`src/rtl/core/arp_rr_pkg.sv`:
```
package arp_rr_pkg;

    localparam int PORT_COUNT = 8;
    localparam int REPLY_LEN  = 42;
    localparam int POS_W      = 6;

    // configuration register indexes
    localparam logic CFG_OWN_MAC = 1'b0;
    localparam logic CFG_OWN_IP  = 1'b1;

    // frame offsets of the arp payload fields
    localparam logic [POS_W-1:0] POS_SHA = 6'd22;  // sender mac
    localparam logic [POS_W-1:0] POS_SPA = 6'd28;  // sender ip
    localparam logic [POS_W-1:0] POS_THA = 6'd32;  // target mac
    localparam logic [POS_W-1:0] POS_TPA = 6'd38;  // target ip

    // ethertype, htype, ptype, hlen, plen, oper (reply) of the outgoing frame
    localparam logic [7:0] REPLY_FIXED [10] = '{
        8'h08, 8'h06, 8'h00, 8'h01, 8'h08, 8'h00, 8'h06, 8'h04, 8'h00, 8'h02
    };

    typedef struct packed {
        logic       check;
        logic [7:0] value;
    } t_hdr_exp;

    typedef struct packed {
        logic        fire;
        logic [47:0] peer_mac;
        logic [31:0] peer_ip;
        logic [2:0]  port;
    } t_reply_req;

    function automatic t_hdr_exp expected_byte(logic [POS_W-1:0] pos);
        t_hdr_exp e;
        e.check = 1'b1;
        case (pos)
            6'd12:   e.value = 8'h08;
            6'd13:   e.value = 8'h06;
            6'd14:   e.value = 8'h00;
            6'd15:   e.value = 8'h01;
            6'd16:   e.value = 8'h08;
            6'd17:   e.value = 8'h00;
            6'd20:   e.value = 8'h00;
            6'd21:   e.value = 8'h01;
            default: begin
                e.check = 1'b0;
                e.value = 8'h00;
            end
        endcase
        return e;
    endfunction

    function automatic logic [7:0] mac_byte(logic [47:0] mac, logic [2:0] i);
        return mac[8*(5-int'(i)) +: 8];
    endfunction

    function automatic logic [7:0] ip_byte(logic [31:0] ip, logic [1:0] i);
        return ip[8*(3-int'(i)) +: 8];
    endfunction

    function automatic logic [7:0] reply_at(logic [POS_W-1:0] i, logic [47:0] peer_mac,
                                            logic [31:0] peer_ip, logic [47:0] own_mac,
                                            logic [31:0] own_ip);
        logic [7:0] b;
        if (i < 6'd6)        b = mac_byte(peer_mac, 3'(i));
        else if (i < 6'd12)  b = mac_byte(own_mac, 3'(i - 6'd6));
        else if (i < POS_SHA) b = REPLY_FIXED[4'(i - 6'd12)];
        else if (i < POS_SPA) b = mac_byte(own_mac, 3'(i - POS_SHA));
        else if (i < POS_THA) b = ip_byte(own_ip, 2'(i - POS_SPA));
        else if (i < POS_TPA) b = mac_byte(peer_mac, 3'(i - POS_THA));
        else                  b = ip_byte(peer_ip, 2'(i - POS_TPA));
        return b;
    endfunction

endpackage

```
`src/rtl/core/arp_rr_cell.sv`:
```
module arp_rr_cell import arp_rr_pkg::*; (
    input  logic       i_clk,
    input  logic       i_load,
    input  logic       i_shift,
    input  logic [7:0] i_load_byte,
    input  logic [7:0] i_next_byte,
    output logic [7:0] o_byte
);

    logic [7:0] r_byte;
    logic [7:0] n_byte;

    always_comb begin
        n_byte = r_byte;
        if (i_load) begin
            n_byte = i_load_byte;
        end else if (i_shift) begin
            n_byte = i_next_byte;
        end
    end

    always_ff @(posedge i_clk) begin
        r_byte <= n_byte;
    end

    assign o_byte = r_byte;

endmodule

```
`src/rtl/core/arp_rr_parser.sv`:
```
module arp_rr_parser import arp_rr_pkg::*; (
    input  logic        i_clk,
    input  logic        i_rst_n,
    input  logic        i_accept,
    input  logic [7:0]  i_byte,
    input  logic        i_last,
    input  logic [2:0]  i_port,
    input  logic [31:0] i_own_ip,
    output t_reply_req  o_req
);

    logic [POS_W-1:0] r_pos;
    logic             r_match;
    logic [47:0]      r_peer_mac;
    logic [31:0]      r_peer_ip;
    logic [2:0]       r_port;

    logic [POS_W-1:0] n_pos;
    logic             n_match;
    logic [47:0]      n_peer_mac;
    logic [31:0]      n_peer_ip;
    logic [2:0]       n_port;
    t_hdr_exp         exp_b;

    always_comb begin
        n_match    = r_match;
        n_port     = r_port;
        n_peer_mac = r_peer_mac;
        n_peer_ip  = r_peer_ip;
        n_pos      = r_pos;
        exp_b      = expected_byte(r_pos);
        if (r_pos == '0) begin
            n_port = i_port;
            if (int'(i_port) >= PORT_COUNT) n_match = 1'b0;
        end
        if (r_pos < POS_W'(REPLY_LEN)) begin
            if (exp_b.check && (i_byte != exp_b.value)) n_match = 1'b0;
            if (r_pos >= POS_SHA && r_pos < POS_SPA) begin
                n_peer_mac = {r_peer_mac[39:0], i_byte};
            end else if (r_pos >= POS_SPA && r_pos < POS_THA) begin
                n_peer_ip = {r_peer_ip[23:0], i_byte};
            end else if (r_pos >= POS_TPA &&
                         i_byte != ip_byte(i_own_ip, 2'(r_pos - POS_TPA))) begin
                n_match = 1'b0;
            end
            n_pos = r_pos + 6'd1;
        end
    end

    // a full-length request that passed every check triggers on its last byte
    always_comb begin
        o_req.fire     = i_accept && i_last && (n_pos == POS_W'(REPLY_LEN)) && n_match;
        o_req.peer_mac = n_peer_mac;
        o_req.peer_ip  = n_peer_ip;
        o_req.port     = n_port;
    end

    always_ff @(posedge i_clk) begin
        if (!i_rst_n) begin
            r_pos      <= '0;
            r_match    <= 1'b1;
            r_peer_mac <= '0;
            r_peer_ip  <= '0;
            r_port     <= '0;
        end else if (i_accept) begin
            r_peer_mac <= n_peer_mac;
            r_peer_ip  <= n_peer_ip;
            r_port     <= n_port;
            if (i_last) begin
                r_pos   <= '0;
                r_match <= 1'b1;
            end else begin
                r_pos   <= n_pos;
                r_match <= n_match;
            end
        end
    end

endmodule

```
`src/rtl/core/arp_rr_chain.sv`:
```
module arp_rr_chain import arp_rr_pkg::*; (
    input  logic        i_clk,
    input  logic        i_rst_n,
    input  t_reply_req  i_req,
    input  logic [47:0] i_own_mac,
    input  logic [31:0] i_own_ip,
    input  logic        i_ready,
    output logic        o_valid,
    output logic        o_last,
    output logic [7:0]  o_byte,
    output logic [2:0]  o_port,
    output logic        o_busy
);

    logic [POS_W-1:0] r_left;
    logic [POS_W-1:0] n_left;
    logic [2:0]       r_port;
    logic             shift;
    logic [7:0]       cell_byte [REPLY_LEN+1];

    assign shift   = o_valid && i_ready;
    assign cell_byte[REPLY_LEN] = 8'h00;

    for (genvar g = 0; g < REPLY_LEN; g++) begin : g_cell
        arp_rr_cell u_cell (
            .i_clk       (i_clk),
            .i_load      (i_req.fire),
            .i_shift     (shift),
            .i_load_byte (reply_at(POS_W'(g), i_req.peer_mac, i_req.peer_ip,
                                   i_own_mac, i_own_ip)),
            .i_next_byte (cell_byte[g+1]),
            .o_byte      (cell_byte[g])
        );
    end

    always_comb begin
        n_left = r_left;
        if (i_req.fire) begin
            n_left = POS_W'(REPLY_LEN);
        end else if (shift) begin
            n_left = r_left - 6'd1;
        end
    end

    always_ff @(posedge i_clk) begin
        if (!i_rst_n) begin
            r_left <= '0;
        end else begin
            r_left <= n_left;
        end
    end

    always_ff @(posedge i_clk) begin
        if (i_req.fire) r_port <= i_req.port;
    end

    assign o_valid = (r_left != '0);
    assign o_busy  = o_valid;
    assign o_last  = (r_left == 6'd1);
    assign o_byte  = cell_byte[0];
    assign o_port  = r_port;

    a_no_load_while_busy: assert property (@(posedge i_clk) disable iff (!i_rst_n)
        i_req.fire |-> r_left == '0)
        else $error("reply loaded while previous reply still draining");

    a_load_fills: assert property (@(posedge i_clk) disable iff (!i_rst_n)
        i_req.fire |=> r_left == POS_W'(REPLY_LEN))
        else $error("reply count not set after load");

    a_left_bound: assert property (@(posedge i_clk) disable iff (!i_rst_n)
        r_left <= POS_W'(REPLY_LEN))
        else $error("reply count out of range");

    a_stall_holds: assert property (@(posedge i_clk) disable iff (!i_rst_n)
        (o_valid && !i_ready) |=> $stable(r_left) && $stable(cell_byte[0]))
        else $error("reply moved while stalled");

endmodule

```
`src/rtl/core/arp_request_responder_top.sv`:
```
// arp request responder
// - slave stream: received ethernet frame, one byte per request starting at the
//   destination mac; tlast on the frame's last byte, tuser carries the ingress port
// - config channel: index 0 writes own mac (48 bits), index 1 own ip (32 bits);
//   always ready, write only while no frame or reply is in flight
// - master stream: 42-byte arp reply per matching arp request, tlast on byte 42,
//   tuser = {bypass (always 1), egress port}
// - frames are parsed at one byte per cycle unless a frame end waits, as described below
// - the reply is loaded in parallel into a row of 42 byte cells on the edge that
//   takes the request's last byte; its first byte is valid the next cycle and the
//   row shifts one cell per accepted output byte
// - while a reply is still draining, the slave side keeps taking bytes; only a byte
//   with tlast waits (tready low) until the cell row is empty
// - a stalled master side freezes the cell row; nothing is dropped
// - reset restarts the parse state and clears the reply count and own mac/ip to zero
module arp_request_responder_top import arp_rr_pkg::*; (
    input  logic        i_clk,
    input  logic        i_rst_n,
    // slave stream
    input  logic        i_s_tvalid,
    output logic        o_s_tready,
    input  logic [7:0]  i_s_tdata,   // [7:0] frame_byte
    input  logic        i_s_tlast,
    input  logic [2:0]  i_s_tuser,   // [2:0] ingress_port
    // config write channel
    input  logic        i_cfg_valid,
    output logic        o_cfg_ready,
    input  logic        i_cfg_index,
    input  logic [47:0] i_cfg_data,
    // master stream
    output logic        o_m_tvalid,
    input  logic        i_m_tready,
    output logic [7:0]  o_m_tdata,   // [7:0] reply_byte
    output logic        o_m_tlast,
    output logic [3:0]  o_m_tuser    // [2:0] egress_port, [3] bypass_flag
);

    logic [47:0] r_own_mac;
    logic [31:0] r_own_ip;
    logic        in_accept;
    logic        busy;
    logic [2:0]  out_port;
    t_reply_req  req;

    // config registers
    assign o_cfg_ready = 1'b1;

    always_ff @(posedge i_clk) begin
        if (!i_rst_n) begin
            r_own_mac <= '0;
            r_own_ip  <= '0;
        end else if (i_cfg_valid) begin
            case (i_cfg_index)
                CFG_OWN_MAC: r_own_mac <= i_cfg_data;
                CFG_OWN_IP:  r_own_ip  <= i_cfg_data[31:0];
                default:     r_own_mac <= r_own_mac;
            endcase
        end
    end

    // only a frame end has to wait for the cell row to empty
    assign o_s_tready = !busy || !i_s_tlast;
    assign in_accept  = i_s_tvalid && o_s_tready;

    arp_rr_parser u_parser (
        .i_clk    (i_clk),
        .i_rst_n  (i_rst_n),
        .i_accept (in_accept),
        .i_byte   (i_s_tdata),
        .i_last   (i_s_tlast),
        .i_port   (i_s_tuser),
        .i_own_ip (r_own_ip),
        .o_req    (req)
    );

    arp_rr_chain u_chain (
        .i_clk     (i_clk),
        .i_rst_n   (i_rst_n),
        .i_req     (req),
        .i_own_mac (r_own_mac),
        .i_own_ip  (r_own_ip),
        .i_ready   (i_m_tready),
        .o_valid   (o_m_tvalid),
        .o_last    (o_m_tlast),
        .o_byte    (o_m_tdata),
        .o_port    (out_port),
        .o_busy    (busy)
    );

    assign o_m_tuser = {1'b1, out_port};

endmodule

```
`config.mk`:
```
export PLATFORM = sky130hd
export DESIGN_NAME = arp_request_responder_top
export DESIGN_NICKNAME = d
export VERILOG_FILES = /design/src/rtl/core/arp_rr_pkg.sv /design/src/rtl/core/arp_rr_cell.sv /design/src/rtl/core/arp_rr_parser.sv /design/src/rtl/core/arp_rr_chain.sv /design/src/rtl/core/arp_request_responder_top.sv
export SDC_FILE = /design/constraint.sdc
export NUM_CORES = 1
export LEC_CHECK = 0
export ABC_AREA = 1
export BUFFER_PORTS_ARGS = -buffer_cell sky130_fd_sc_hd__buf_2
export CORE_AREA = 3 3 255 257
export CTS_CLUSTER_SIZE = 16
export DETAILED_ROUTE_END_ITERATION = 12
export DIE_AREA = 0 0 258 260
export GPL_TIMING_DRIVEN = 0
export HOLD_SLACK_MARGIN = 0.03
export REMOVE_ABC_BUFFERS = 1
export SYNTH_ARGS = -nofsm -noshare
export SYNTH_HDL_FRONTEND = slang
export SYNTH_SLANG_ARGS = --single-unit
```
`constraint.sdc`:
```
create_clock -name i_clk -period 23.9 [get_ports i_clk]
set_clock_uncertainty 0.15 [all_clocks]
set_input_delay 3.585 -clock i_clk [delete_from_list [all_inputs] [get_ports i_clk]]
set_output_delay 3.585 -clock i_clk [all_outputs]
set_load 0.02 [all_outputs]
```
Word-level counts from Yosys, hierarchy flattened
Index checks and enable logic that the tools add are counted.
Widths: inputs -> output; s select.
{ "word_totals": {"ff_bits": 515, "output_inout_bits": 16} }
{ "op_classes": {"addsub": 4, "order_cmp": 6, "n_eq_ne": 12, "shift": 1, "n_mux": 82, "n_bitwise": 2, "reduce_logical": 21} }
{ "ops": {"columns": ["cell", "n"], "rows": [
  ["$mux 8", 64],
  ["$mux 32", 3],
  ["$mux 48", 2],
  ["$shiftx 32x32->8", 1],
  ["$eq 6x4->1 const B", 4],
  ["$eq 6x5->1 const B", 4],
  ["$mux 6", 4],
  ["$ge 6x5->1 const B", 2],
  ["$lt 6x6->1 const B", 2],
  ["$pmux 4 s3", 1],
  ["$logic_and 1x1->1", 9],
  ["$ne 8x4->1", 1],
  ["$ne 8x8->1", 1],
  ["$reduce_or 8->1", 1],
  ["$mux 1", 7],
  ["$add 6x1->6 const B", 1],
  ["$eq 6x1->1 const B", 1],
  ["$eq 6x6->1 const B", 1],
  ["$ge 6x6->1 const B", 1],
  ["$logic_not 6->1", 1],
  ["$lt 6x5->1 const B", 1],
  ["$reduce_bool 6->1", 1],
  ["$reduce_or 2->1", 3],
  ["$sub 6x1->6 const B", 1],
  ["8 further kinds", 11]
]} }

Logic depth before layout (Yosys ltp)
Gate-level depths: netlist of the first run.
{ "depth": {"word_depth": 12, "ltp_mapped": 18, "depth_no_buf": 17} }

Hierarchy
From an unflattened synthesis of the first run, not the netlist that was laid out.
{ "unflattened": {"hier_cells": 2822, "area_unflattened_um2": 23674.0} }
{ "modules_own_cells": {"columns": ["mod", "n_inst", "cells_each", "area_each_um2"], "rows": [
  ["arp_rr_cell", 42, 35, 351.6],
  ["arp_rr_parser", 1, 833, 5153.7],
  ["arp_request_responder_top", 1, 460, 3249.4],
  ["arp_rr_chain", 1, 59, 504.2]
]} }

Worst setup path after synthesis of the first run
Ideal clock, no wire load.
{ "synth_path": {"path_type": "input-to-reg", "startpoint": "input port i_s_tlast", "endpoint": "register u_chain.g_cell[0].u_cell.r_byte[0] (enable)", "setup_ns": 0.629, "t_arrival_ns": 10.250, "t_required_ns": 23.121, "setup_slack_ns": 12.871, "cell_stages": 9, "cell_sequence": "nand2_1 nand2_1 nor2_1 inv_2 nor2_4 nand3_4 buf_6 buf_2 nand2_1"} }
{ "synth_via": {"elab_chain_len": 7} }
{ "synth_rtl": {"columns": ["item", "line", "rtl"], "rows": [
  ["start, declared", "arp_request_responder_top.sv:23", "input logic i_s_tlast,"],
  ["$logic_not 1->1", "arp_request_responder_top.sv:62", "assign o_s_tready = !busy || !i_s_tlast;"],
  ["$logic_or 1x1->1", "arp_request_responder_top.sv:62", null],
  ["$logic_and 1x1->1", "arp_request_responder_top.sv:63", "assign in_accept = i_s_tvalid && o_s_tready;"],
  ["$logic_and 1x1->1 (*) (3 in a row)", "arp_rr_parser.sv:52", "o_req.fire = i_accept && i_last && (n_pos == POS_W'(REPLY_LEN)) && n_match;"],
  ["$reduce_bool 2->1 (no line) (*)", null, null],
  ["end signal, assigned", "arp_rr_cell.sv:23", "r_byte <= n_byte;"],
  ["end, declared", "arp_rr_cell.sv:10", "logic [7:0] r_byte;"]
]} }
Every way passes the cells marked *; elsewhere a longest branch is shown, timed or not.
A chain may end at the register's enable or synchronous reset.

Worst setup path in the final report of the first run
{ "layout_path": {"startpoint": "input port i_s_tlast", "endpoint": "register u_chain.g_cell[34].u_cell.r_byte[6] (enable)"} }
{ "layout_via": {"elab_chain_len": 7} }
{ "layout_rtl": {"columns": ["item", "line"], "rows": [
  ["$logic_not 1->1", "arp_request_responder_top.sv:62"],
  ["$logic_or 1x1->1", "arp_request_responder_top.sv:62"],
  ["$logic_and 1x1->1", "arp_request_responder_top.sv:63"],
  ["$logic_and 1x1->1 (*) (3 in a row)", "arp_rr_parser.sv:52"],
  ["$reduce_bool 2->1 (no line) (*)", null],
  ["end signal, assigned", "arp_rr_cell.sv:23"],
  ["end, declared", "arp_rr_cell.sv:10"]
]} }
Marks and branches as above.

==> summary.md, run 1 <==
| Metric | Value |
|---|---|
| Synth Area in Simple Gates | `23.9%` |
| Port Buffers | `between 70 and 80` |
| Root Driver | `clkbuf_16` |
| Critical Path Fanout Max | `69` |
| Synth Area per Inst | `8.44 um^2` |
| Htree depth | `2` |
| 1st-iter DRT viols | `about 1600` |
| Post-synth EDFFs | `approximately 260` |
| List of most frequent post-synthesis cells | `nand2_1, o21ai_0, nor2_1` |
| Worst slew margin | `a little over a fifth` |
| Largest area contributor in the netlist | `edfxtp_1` |
| Main area contributors after synthesis | `edfxtp_1, dfxtp_1, nand2_1` |
| Final Hold Vio Count | `0` |
| Reg clk slew, reported paths | `approximately 60 ps` |
| Mapped Cells | `around 2700` |
| Sequential area share after synthesis | `between 50% and 60%` |
| Die Area | `between 60000 and 70000 um^2` |
| Yosys warns | `0` |
| Fmax achieved | `between 0.1 and 0.15 GHz` |
| Average wire per standard cell | `15.1 um` |
| Synth cell types | `32` |
| DRC errors left | `0` |
| Die Span X | `between 200 and 300 um` |
| Vias in the first global route | `16500` |
| Post-layout util | `between 40 and 50%` |
| Leakage power | `roughly 11 nW` |
| Worst skew pair latency | `roughly 600 ps` |
| Clk sink count | `just over 500` |
| Initial core utilization | `~36%` |
| WS Path Type | `in2reg` |
| Io pins | `just over 80` |
| Multi-input gate area | `7660 um^2` |
| DR vias/cell | `around 4.9` |
| WHS | `just over 300 ps` |
| Dpl hpwl | `around 32000 um` |
| Asr flop ratio synth | `0%` |
| First-pass GRT wire length | `between 80000 and 90000 um` |
| Main flop type after synthesis | `edfxtp_1` |
| Post-CTS Resized | `0` |
| Pwr dens | `115 nW/um^2` |
| Final Critical Period | `between 7000 and 8000 ps` |
| CP endpoint kind | `flip-flop` |
| GPL Wtd Cong | `~0.8` |
| Setup TNS | `0 ps` |
| Startpoint Class | `input pin` |
| Compound-Gate Fraction of Synth Area | `8.98%` |
| Post-Synth XOR/XNOR Area | `less than 1%` |
| Peak supply drop | `around 0.057 mV` |
| First-pass DRT Iterations | `5` |
| Die Height | `around 260 um` |
| Hold buffers post-CTS | `0` |
| RSZ-0062 raised after global routing | `false` |
| Grt total ovfl | `0` |
| Final setup vio count | `0` |
| Routed wire length | `about 53000 um` |
| Area Overhead vs Synth | `11.8%` |
| Worst path required time | `approximately 24000 ps` |
| Critical Path AT | `between 7000 and 8000 ps` |
| Final Slew Violations | `0` |
| Layout fillers | `6268` |
| Gr usage total | `between 15 and 20%` |
| Most frequent cell after synthesis | `nand2_1` |
| Antenna Nets Post-Route | `0` |
| Vias | `about 17000` |
| Largest net degree at the start of global routing | `about 110` |
| Synthesized area | `~23000 um^2` |
| Max cap viols | `0` |
| Register area | `around 13000 um^2` |
| CTS buffer count | `53` |
| Main combinational cell family by area after synthesis | `simple AND/OR/NAND/NOR gates` |
| Initial antenna violation count | `2` |
| Postcts setup bufs | `0` |
| Row Count | `between 90 and 100` |
| Post-layout power | `0.00290 W` |
| Max clock buf depth | `3` |
| Final nets | `between 2000 and 3000` |
| Synthesis-stage register bit count | `approximately 520` |
| Std-Cell Core Area | `approximately 63000 um^2` |
| Worst min path class | `reg2reg` |
| Share of cells above drive strength 1 | `between 10% and 20%` |
| CTS tree | `built` |
| Synth Area in Adders | `0.333%` |
| Worst-Margin Slew | `roughly 1200 ps` |
| Top cell type's share of synthesized area | `between 30% and 40%` |
| Status | `completed` |
| Post-synthesis mux area share | `less than 1%` |
| Fin crit share | `roughly a third` |
==> critical path, cell delays in order <==
cell and delay, ps:
buf_2 140, nand2_1 120, nand2_4 280, buf_16 310, nor2_1 260, inv_2 70, nor2_4 530, buf_12 270
nand3_4 390, buf_16 370, nand2_4 520, buf_16 330, buf_16 300, buf_16 340
==> state kept, by name, indices dropped and copies added, names as in the netlist <==
name,count
u_parser.r_match,1
r_own_mac,48
u_chain.o_port,3
u_parser.r_peer_mac,48
u_chain.r_left,6
u_parser.r_peer_ip,32
r_own_ip,32
u_parser.r_pos,6
u_parser.r_port,3
u_chain.g_cell.u_cell.o_byte,336
==> path summary, 6_finish.rpt <==
| check | start | to | slack [ps] | depth (start not counted) |
|---|---|---|---|---|
| min reg2reg | u_parser.r_port[0] | u_parser.r_port[0] | 310 | 2 |
| max | i_s_tlast | u_chain.g_cell[34].u_cell.o_byte[6] | 16030 | 14 |
| min | u_parser.r_port[0] | u_parser.r_port[0] | 310 | 2 |
| max reg2reg | u_parser.r_pos[0] | u_chain.g_cell[34].u_cell.o_byte[6] | 17540 | 19 |
==> cells in the final DEF, fill, tap and decap left out, types with 3 or more instances in the layout <==
master,count
inv_2,85
buf_2,78
buf_16,15
dfxtp_1,255
nand4_1,154
a21oi_1,100
a31oi_1,18
nand3_1,52
xor2_1,7
clkbuf_8,5
o21ai_0,277
nor3_1,3
clkbuf_16,55
nor2_1,258
clkinv_1,8
nand2_4,4
edfxtp_1,259
mux2_2,4
ha_1,6
nand2_1,818
clkbuf_1,20
inv_1,164
clkinv_2,10
buf_12,10
==> metrics by stage <==
stage          instance area, um^2  setup slack (ps)  instances
2_1_floorplan                21400              7220       2484
5_1_grt                      25200             15680       3534
3_5_place_dp                 23600             15350       3434
6_report                     25200             16030       3535
3_3_place_gp                 22900             -1570       3409
4_1_cts                      25200             15990       3534
==> where the power goes <==
group,switching (W),leakage (nW),total (W),internal (W)
combinational,0.000474,6.05,0.000711,0.000237
sequential,0.0000971,4.58,0.00140,0.00130
clock,0.000340,0.808,0.000788,0.000448
total,0.000911,11.4,0.00290,0.00199
==> cells by family after synthesis <==
family                   after synthesis
AND/OR/NAND/NOR                     1302
flip-flops                           515
buffers and inverters                440
AO/OA/AOI/OAI                        398
XOR/XNOR                               8
adder cells (fa/ha/maj)                6
multiplexers                           4
other                                  1
==> metal layers <==
metal,part of all wire (%),up-vias,GRT usage (%)
li1,-,8709,-
met1,47,8212,21.5
met2,46,408,25.9
met3,5.3,68,2.49
met4,2.1,0,4.45
met5,0,-,0
==> layout make-up <==
type | count | area share, %
clock buffer | 80 | 6.03
timing repair buffer | 104 | 4.01
inverter | 249 | 3.71
antenna | 1 | 0.00992
clock inverter | 20 | 0.471
multi-input combinational | 1720 | 30.4
sequential | 515 | 51.2
tap | 846 | 4.20
(Power assumes the default switching activity.)
==> run 2, diff against run 1 <==
ABC_AREA = 0   (was 1)
CORE_AREA = 3 3 253 255   (was 3 3 255 257)
DIE_AREA = 0 0 256 258   (was 0 0 258 260)
clock period = 6.45 ns   (was 23.9 ns; I/O delays follow)
==> run 2 against run 1 <==
  * Combinational power rose to 2.6 times the previous value
  * Largest power group unchanged
  * Largest cell class unchanged
  * Worst hold slack worse by 12 ps
  * Final cell count down 20%
  * Highest routed layer is now met5
  * Register-to-register slack worse by 17000 ps
==> summary.md, run 2 <==
| Metric | Value |
|---|---|
| Vias | `13600 (-22%)` |
| DR vias/cell | `4.81 (-2.2%)` |
| Htree depth | `2 (unchanged)` |
| Commonest non-fill, non-tap cell in the layout | `nand2_1` |
| Area Overhead vs Synth | `13.1%` |
| Main flop type after synthesis | `edfxtp_1` |
| CP endpoint kind | `flip-flop` |
| Hold buffers post-CTS | `0 (unchanged)` |
| Status | `completed` |
| Critical Path Fanout Max | `68 (-1.4%)` |
| Post-layout power | `0.00984 W (+240%)` |
| Worst path required time | `6550 ps (-17450 ps)` |
| CTS buffer count | `51 (-3.8%)` |
| Asr flop ratio synth | `0% (unchanged)` |
| Antenna Nets Post-Route | `0 (unchanged)` |
| Leakage power | `9.07 nW (-21%)` |
| Synth cell types | `47 (+47%)` |
| Grt total ovfl | `0 (unchanged)` |
| Largest net degree at the start of global routing | `113 (+5.6%)` |
| Die Height | `258 um (-0.77%)` |
| Final Critical Period | `5840 ps` |
| Worst skew pair latency | `600 ps (about the same)` |
| Largest area contributor in the netlist | `edfxtp_1` |
| Max clock buf depth | `3 (unchanged)` |
| Post-synth EDFFs | `259 (unchanged)` |
| Worst-Margin Slew | `1310 ps (+124 ps)` |
| Max cap viols | `0 (unchanged)` |
| RSZ-0062 raised after global routing | `false` |
| Worst min path class | `reg2reg` |
| First-pass DRT Iterations | `6 (+1)` |
| RR Startpoint | `u_parser.r_pos[0]` |
| Final Slew Violations | `0 (unchanged)` |
| Most frequent cells in the layout | `nand2_1, edfxtp_1, dfxtp_1, mux2_2, a21boi_0` |
| Fin crit share | `between 90 and 100%` |
| Synth Area per Inst | `11.5 um^2 (+36%)` |
| Peak supply drop | `0.316 mV (+450%)` |
| Reg2reg path depth | `11 (-8)` |
| Endpoint of the worst hold path | `u_chain.g_cell[12].u_cell.o_byte[5]` |
| First-pass GRT wire length | `73600 um (-15%)` |
| Mapped Cells | `1930 (-28%)` |
| GPL Wtd Cong | `0.745 (-6.8%)` |
| Initial antenna violation count | `4 (+2)` |
| Routed wire length | `45600 um (-14%)` |
| Fmax achieved | `0.171 GHz` |
| Top cell type's share of synthesized area | `35.1% (+0.63 points)` |
| R2R Setup Slk | `610 ps (-16930 ps)` |
| Gr usage total | `13.6% (-2.1 points)` |
| Worst slew margin | `12.8% (-8.2 points)` |
| Io pins | `82 (unchanged)` |
| Die Area | `66000 um^2 (-1.5%)` |
| List of most frequent post-synthesis cells | `nand2_1, edfxtp_1, dfxtp_1` |
| Main area contributors after synthesis | `edfxtp_1, dfxtp_1, mux2_2` |
| DRC errors left | `0 (unchanged)` |
| Initial core utilization | `35.8% (about the same)` |
| Die Span X | `256 um (-0.78%)` |
| Flip-flop count of the largest register after layout | `336 (unchanged)` |
| Most frequent cell after synthesis | `nand2_1` |
| Startpoint Class | `flip-flop` |
| WHS | `297 ps (-12.3 ps)` |
| Row Count | `91 (-1.1%)` |
| Multi-input gate area | `8560 um^2 (+12%)` |
| CTS tree | `built` |
| Hold path depth | `2 (unchanged)` |
| Hold Crit Start | `u_chain.g_cell[13].u_cell.o_byte[5]` |
| Synthesis-stage register bit count | `515 (unchanged)` |
| Final Hold Vio Count | `0 (unchanged)` |
| Dpl hpwl | `27900 um (-13%)` |
| RR Endpoint | `u_chain.g_cell[0].u_cell.o_byte[1]` |
| WS Path Type | `reg2reg` |
| Yosys warns | `0 (unchanged)` |
| Average wire per standard cell | `16.2 um (+7.3%)` |
| Crit path launch | `u_parser.r_pos[0]` |
| Final nets | `2010 (-26%)` |
| Register area | `12900 um^2 (about the same)` |
| Vias in the first global route | `13700 (-17%)` |
| Port Buffers | `79 (unchanged)` |
| Share of cells above drive strength 1 | `23.5% (+13 points)` |
| Synthesized area | `22200 um^2 (-1.8%)` |
| Sequential area share after synthesis | `58.2% (+1.0 points)` |
| Root Driver | `clkbuf_16` |
| 1st-iter DRT viols | `854 (-45%)` |
| Std-Cell Core Area | `61800 um^2 (-1.8%)` |
| Final setup vio count | `0 (unchanged)` |
| Pwr dens | `393 nW/um^2 (+240%)` |
| Reg clk slew, reported paths | `60 ps (about the same)` |
| Clk sink count | `515 (unchanged)` |
| Layout fillers | `5787 (-7.7%)` |
| Critical Path AT | `5940 ps (-2030 ps)` |
[run 2: repair_timing]
action | CTS | global route
setup endpoints to repair | 0 | 68
gates resized for setup | 0 | 1
buffers inserted | 0 | 0
[run 2: cells by family (layout without fill, tap and decap cells)]
kind of cell	Yosys count	in the layout	share of synthesized area [%]
other	1	3	0.0169
buffers and inverters	150	200	3.38
flip-flops	515	515	58.2
AND/OR/NAND/NOR	647	647	11.5
XOR/XNOR	16	16	0.632
multiplexers	307	307	17.3
adder cells (fa/ha/maj)	6	6	0.339
AO/OA/AOI/OAI	288	288	8.61
[run 2: layout make-up]
type | count | share of cell area [%]
antenna | 1 | 0.00999
clock buffer | 65 | 5.50
clock inverter | 31 | 1.32
inverter | 9 | 0.135
multi-input combinational | 1266 | 34.2
sequential | 515 | 51.5
tap | 837 | 4.18
timing repair buffer | 95 | 3.18
[run 2: worst max path at each step]
stage / end
2_1_floorplan: u_chain.g_cell[0].u_cell.o_byte[0]
3_3_place_gp: u_chain.g_cell[0].u_cell.o_byte[5]
3_5_place_dp: u_chain.g_cell[0].u_cell.o_byte[5]
4_1_cts: u_chain.g_cell[2].u_cell.o_byte[5]
5_1_grt: u_chain.g_cell[0].u_cell.o_byte[1]
6_report: u_chain.g_cell[0].u_cell.o_byte[1]
[run 2: power breakdown]
| part | total, W | internal [W] | leakage (nW) | switching (W) |
|---|---|---|---|---|
| logic | 0.00182 | 0.000803 | 3.67 | 0.00102 |
| registers | 0.00496 | 0.00465 | 4.56 | 0.000315 |
| clock network | 0.00305 | 0.00176 | 0.841 | 0.00129 |
| total | 0.00984 | 0.00721 | 9.07 | 0.00262 |
[run 2: per-stage QoR]
stage                     util, %  TNS [ps]  instance area [um^2]  instances  worst slack [ps]
after global routing         40.5         0                 25100       2818               223
after global placement       37.0  -4038280                 22900       2706            -12280
after floorplan                 -  -1671040                 21400       1790             -6380
after CTS                    40.5         0                 25100       2818               223
final                        40.5         0                 25100       2819               606
after detailed placement     37.8         0                 23300       2722               238
[run 2: worst max-delay path, stage by stage, from the launching register on]
cell,delay (ps)
dfxtp_1,1010
inv_1,270
ha_1,400
o32a_1,130
o21ai_0,150
nor3_1,460
nand4_4,620
buf_16,440
nand2_4,650
buf_16,370
buf_16,340
buf_16,370
[run 2: routing by layer]
metal / vias to the layer above / GRT usage, % / wire (um)
li1: 6696 / - / -
met1: 6630 / 18.5 / 21800
met2: 178 / 22.5 / 21400
met3: 65 / 2.28 / 1560
met4: 4 / 3.67 / 855
met5: - / 0 / 17
==> run 3, diff against run 2 <==
CAP_MARGIN = 30   (was not set)
PLACE_DENSITY = 0.55   (was not set)
RECOVER_POWER = 100   (was not set)
==> run 3 against run 2 <==
  * The flow now finishes with violations (max-capacitance violations, max-slew violations)
  * Register-to-register slack improved by 220 ps
  * Non-clock buffer count rose by 7
  * Clock power rose by 3%
  * First-iteration DRC count rose by 12%
  * Largest cell class unchanged
==> summary.md, run 3 (synthesized netlist as in run 2, its figures left out) <==
| Metric | Value |
|---|---|
| Status | `finished with violations` |
| Failing checks | `max-capacitance violations, max-slew violations` |
| Final Critical Period | `5630 ps (-215 ps)` |
| Worst-Margin Slew | `3160 ps (+1850 ps)` |
| Max clock buf depth | `3 (unchanged)` |
| Die Span X | `256 um (unchanged)` |
| Largest net degree at the start of global routing | `106 (-6.2%)` |
| Multi-input gate area | `8270 um^2 (-3.4%)` |
| Initial core utilization | `35.8% (unchanged)` |
| Fmax achieved | `0.178 GHz (+3.8%)` |
| Grt total ovfl | `0 (unchanged)` |
| Final Hold Vio Count | `0 (unchanged)` |
| Met1 Wirelength | `21800 um (+0.14%)` |
| GPL Wtd Cong | `0.751 (+0.89%)` |
| Area Overhead vs Synth | `12.2%` |
| Layout fillers | `5897 (+1.9%)` |
| Postcts setup bufs | `0 (unchanged)` |
| Die Area | `66000 um^2 (unchanged)` |
| Most frequent cells in the layout | `nand2_1, edfxtp_1, dfxtp_1, mux2_2, a21boi_0` |
| Htree depth | `2 (unchanged)` |
| Clk sink count | `515 (unchanged)` |
| Hold buffers post-CTS | `0 (unchanged)` |
| Root Driver | `clkbuf_16` |
| Max cap viols | `6 (+6)` |
| CP endpoint kind | `flip-flop` |
| Top Layer Used | `met5` |
| Vias | `13700 (+0.94%)` |
| Post-layout power | `0.00978 W (-0.53%)` |
| Final Non-Filler Cells | `2829 (+0.35%)` |
| Gr usage total | `13.7% (+0.13 points)` |
| Die Height | `258 um (unchanged)` |
| Dpl hpwl | `28200 um (+1.1%)` |
| Post-CTS Resized | `0 (unchanged)` |
| Initial antenna violation count | `2 (-2)` |
| Worst skew pair latency | `600 ps (about the same)` |
| Final Slew Violations | `323 (+323)` |
| WHS | `298 ps (+1.18 ps)` |
| R2R Setup Slk | `820 ps (+220 ps)` |
| Row Count | `91 (unchanged)` |
| Leakage power | `8.67 nW (-4.4%)` |
| 1st-iter DRT viols | `954 (+12%)` |
| Final setup margin | `822 ps (+215 ps)` |
| Fin crit share | `87.3% (-3.3 points)` |
| CTS buffer count | `54 (+5.9%)` |
| Vias in the first global route | `13600 (-0.82%)` |
| Startpoint Class | `flip-flop` |
| Pwr dens | `393 nW/um^2 (+0.20%)` |
| Antenna Cells | `0 (-1)` |
| WS Path Type | `reg2reg` |
| First-pass DRT Iterations | `5 (-1)` |
| Io pins | `82 (unchanged)` |
| Flip-flop count of the largest register after layout | `336 (unchanged)` |
| Worst slew margin | `-111% (-120 points)` |
| Critical Path AT | `5690 ps (-250 ps)` |
| CTS tree | `built` |
| Average wire per standard cell | `16.2 um (+0.48%)` |
| DRC errors left | `0 (unchanged)` |
| Final setup vio count | `0 (unchanged)` |
| Register area | `12900 um^2 (about the same)` |
| Met3 WL | `1820 um (+16%)` |
| Post-layout util | `40.2% (-0.30 points)` |
| Peak supply drop | `0.318 mV (+0.69%)` |
| DR vias/cell | `4.84 (+0.58%)` |
| Commonest non-fill, non-tap cell in the layout | `nand2_1` |
| Reg clk slew, reported paths | `60 ps (about the same)` |
| First-pass GRT wire length | `73900 um (+0.40%)` |
| Routed wire length | `46000 um (+0.84%)` |
| Worst path required time | `6510 ps (-40 ps)` |
| Std-Cell Core Area | `61800 um^2 (unchanged)` |
| Share of cells above drive strength 1 | `18.5% (-5.0 points)` |
| Critical Path Fanout Max | `64 (-5.9%)` |
| Antenna Nets Post-Route | `0 (unchanged)` |
| Placed Cells | `2728 (+0.22%)` |
| Wire length on met2 | `21500 um (+0.43%)` |
| Port Buffers | `79 (unchanged)` |
| Final nets | `2020 (+0.50%)` |
| DP Worst Slack | `1130 ps (+894 ps)` |
| Worst min path class | `reg2reg` |
| RSZ-0062 raised after global routing | `false` |
==> run 3: cell count changes in the layout (fill, tap and decap cells not counted), sizes merged <==
cell	previous run	this run
bufinv	6	3
inv	12	13
clkinv	20	7
buf	95	83
clkinvlp	2	1
clkbuf	65	104
diode	1	0
==> run 3: area by class of cell <==
cell class	instances	share of cell area (%)
clock buffer	85	6.56
clock inverter	15	0.679
inverter	9	0.136
multi-input combinational	1266	33.3
sequential	515	51.9
tap	837	4.21
timing repair buffer	102	3.29
==> run 3: final timing paths <==
check | start | end | cells past startpoint
min | u_chain.g_cell[15].u_cell.o_byte[7] | u_chain.g_cell[14].u_cell.o_byte[7] | 2
min reg2reg | u_chain.g_cell[15].u_cell.o_byte[7] | u_chain.g_cell[14].u_cell.o_byte[7] | 2
max | u_parser.r_pos[1] | u_chain.g_cell[3].u_cell.o_byte[2] | 10
max reg2reg | u_parser.r_pos[1] | u_chain.g_cell[3].u_cell.o_byte[2] | 10
==> run 3: through the flow <==
stage          TNS (ps)  instance area (um^2)
6_report              0                 24900
5_1_grt               0                 24900
4_1_cts               0                 25300
3_5_place_dp          0                 23500
3_3_place_gp   -4109120                 22900
2_1_floorplan  -1671040                 21400
==> run 3: critical path, stage by stage, from the launching register on <==
cell	delay, ps
dfxtp_1	650
buf_16	220
mux4_2	560
xnor2_1	320
nand4_1	240
o211ai_1	490
nand4_4	500
buf_16	360
nand2_4	480
buf_16	320
clkbuf_4	810
==> run 3: power by group <==
part / internal [W] / total, W / switching, W
clock: 0.00185 / 0.00313 / 0.00127
combinational: 0.000682 / 0.00172 / 0.00103
sequential: 0.00465 / 0.00494 / 0.000291
==> run 3: layer usage <==
| layer | GRT usage, % | vias to the layer above |
|---|---|---|
| met4 | 3.79 | 4 |
| met1 | 18.5 | 6719 |
| met5 | 0 | - |
| li1 | - | 6709 |
| met2 | 22.8 | 210 |
| met3 | 2.47 | 58 |
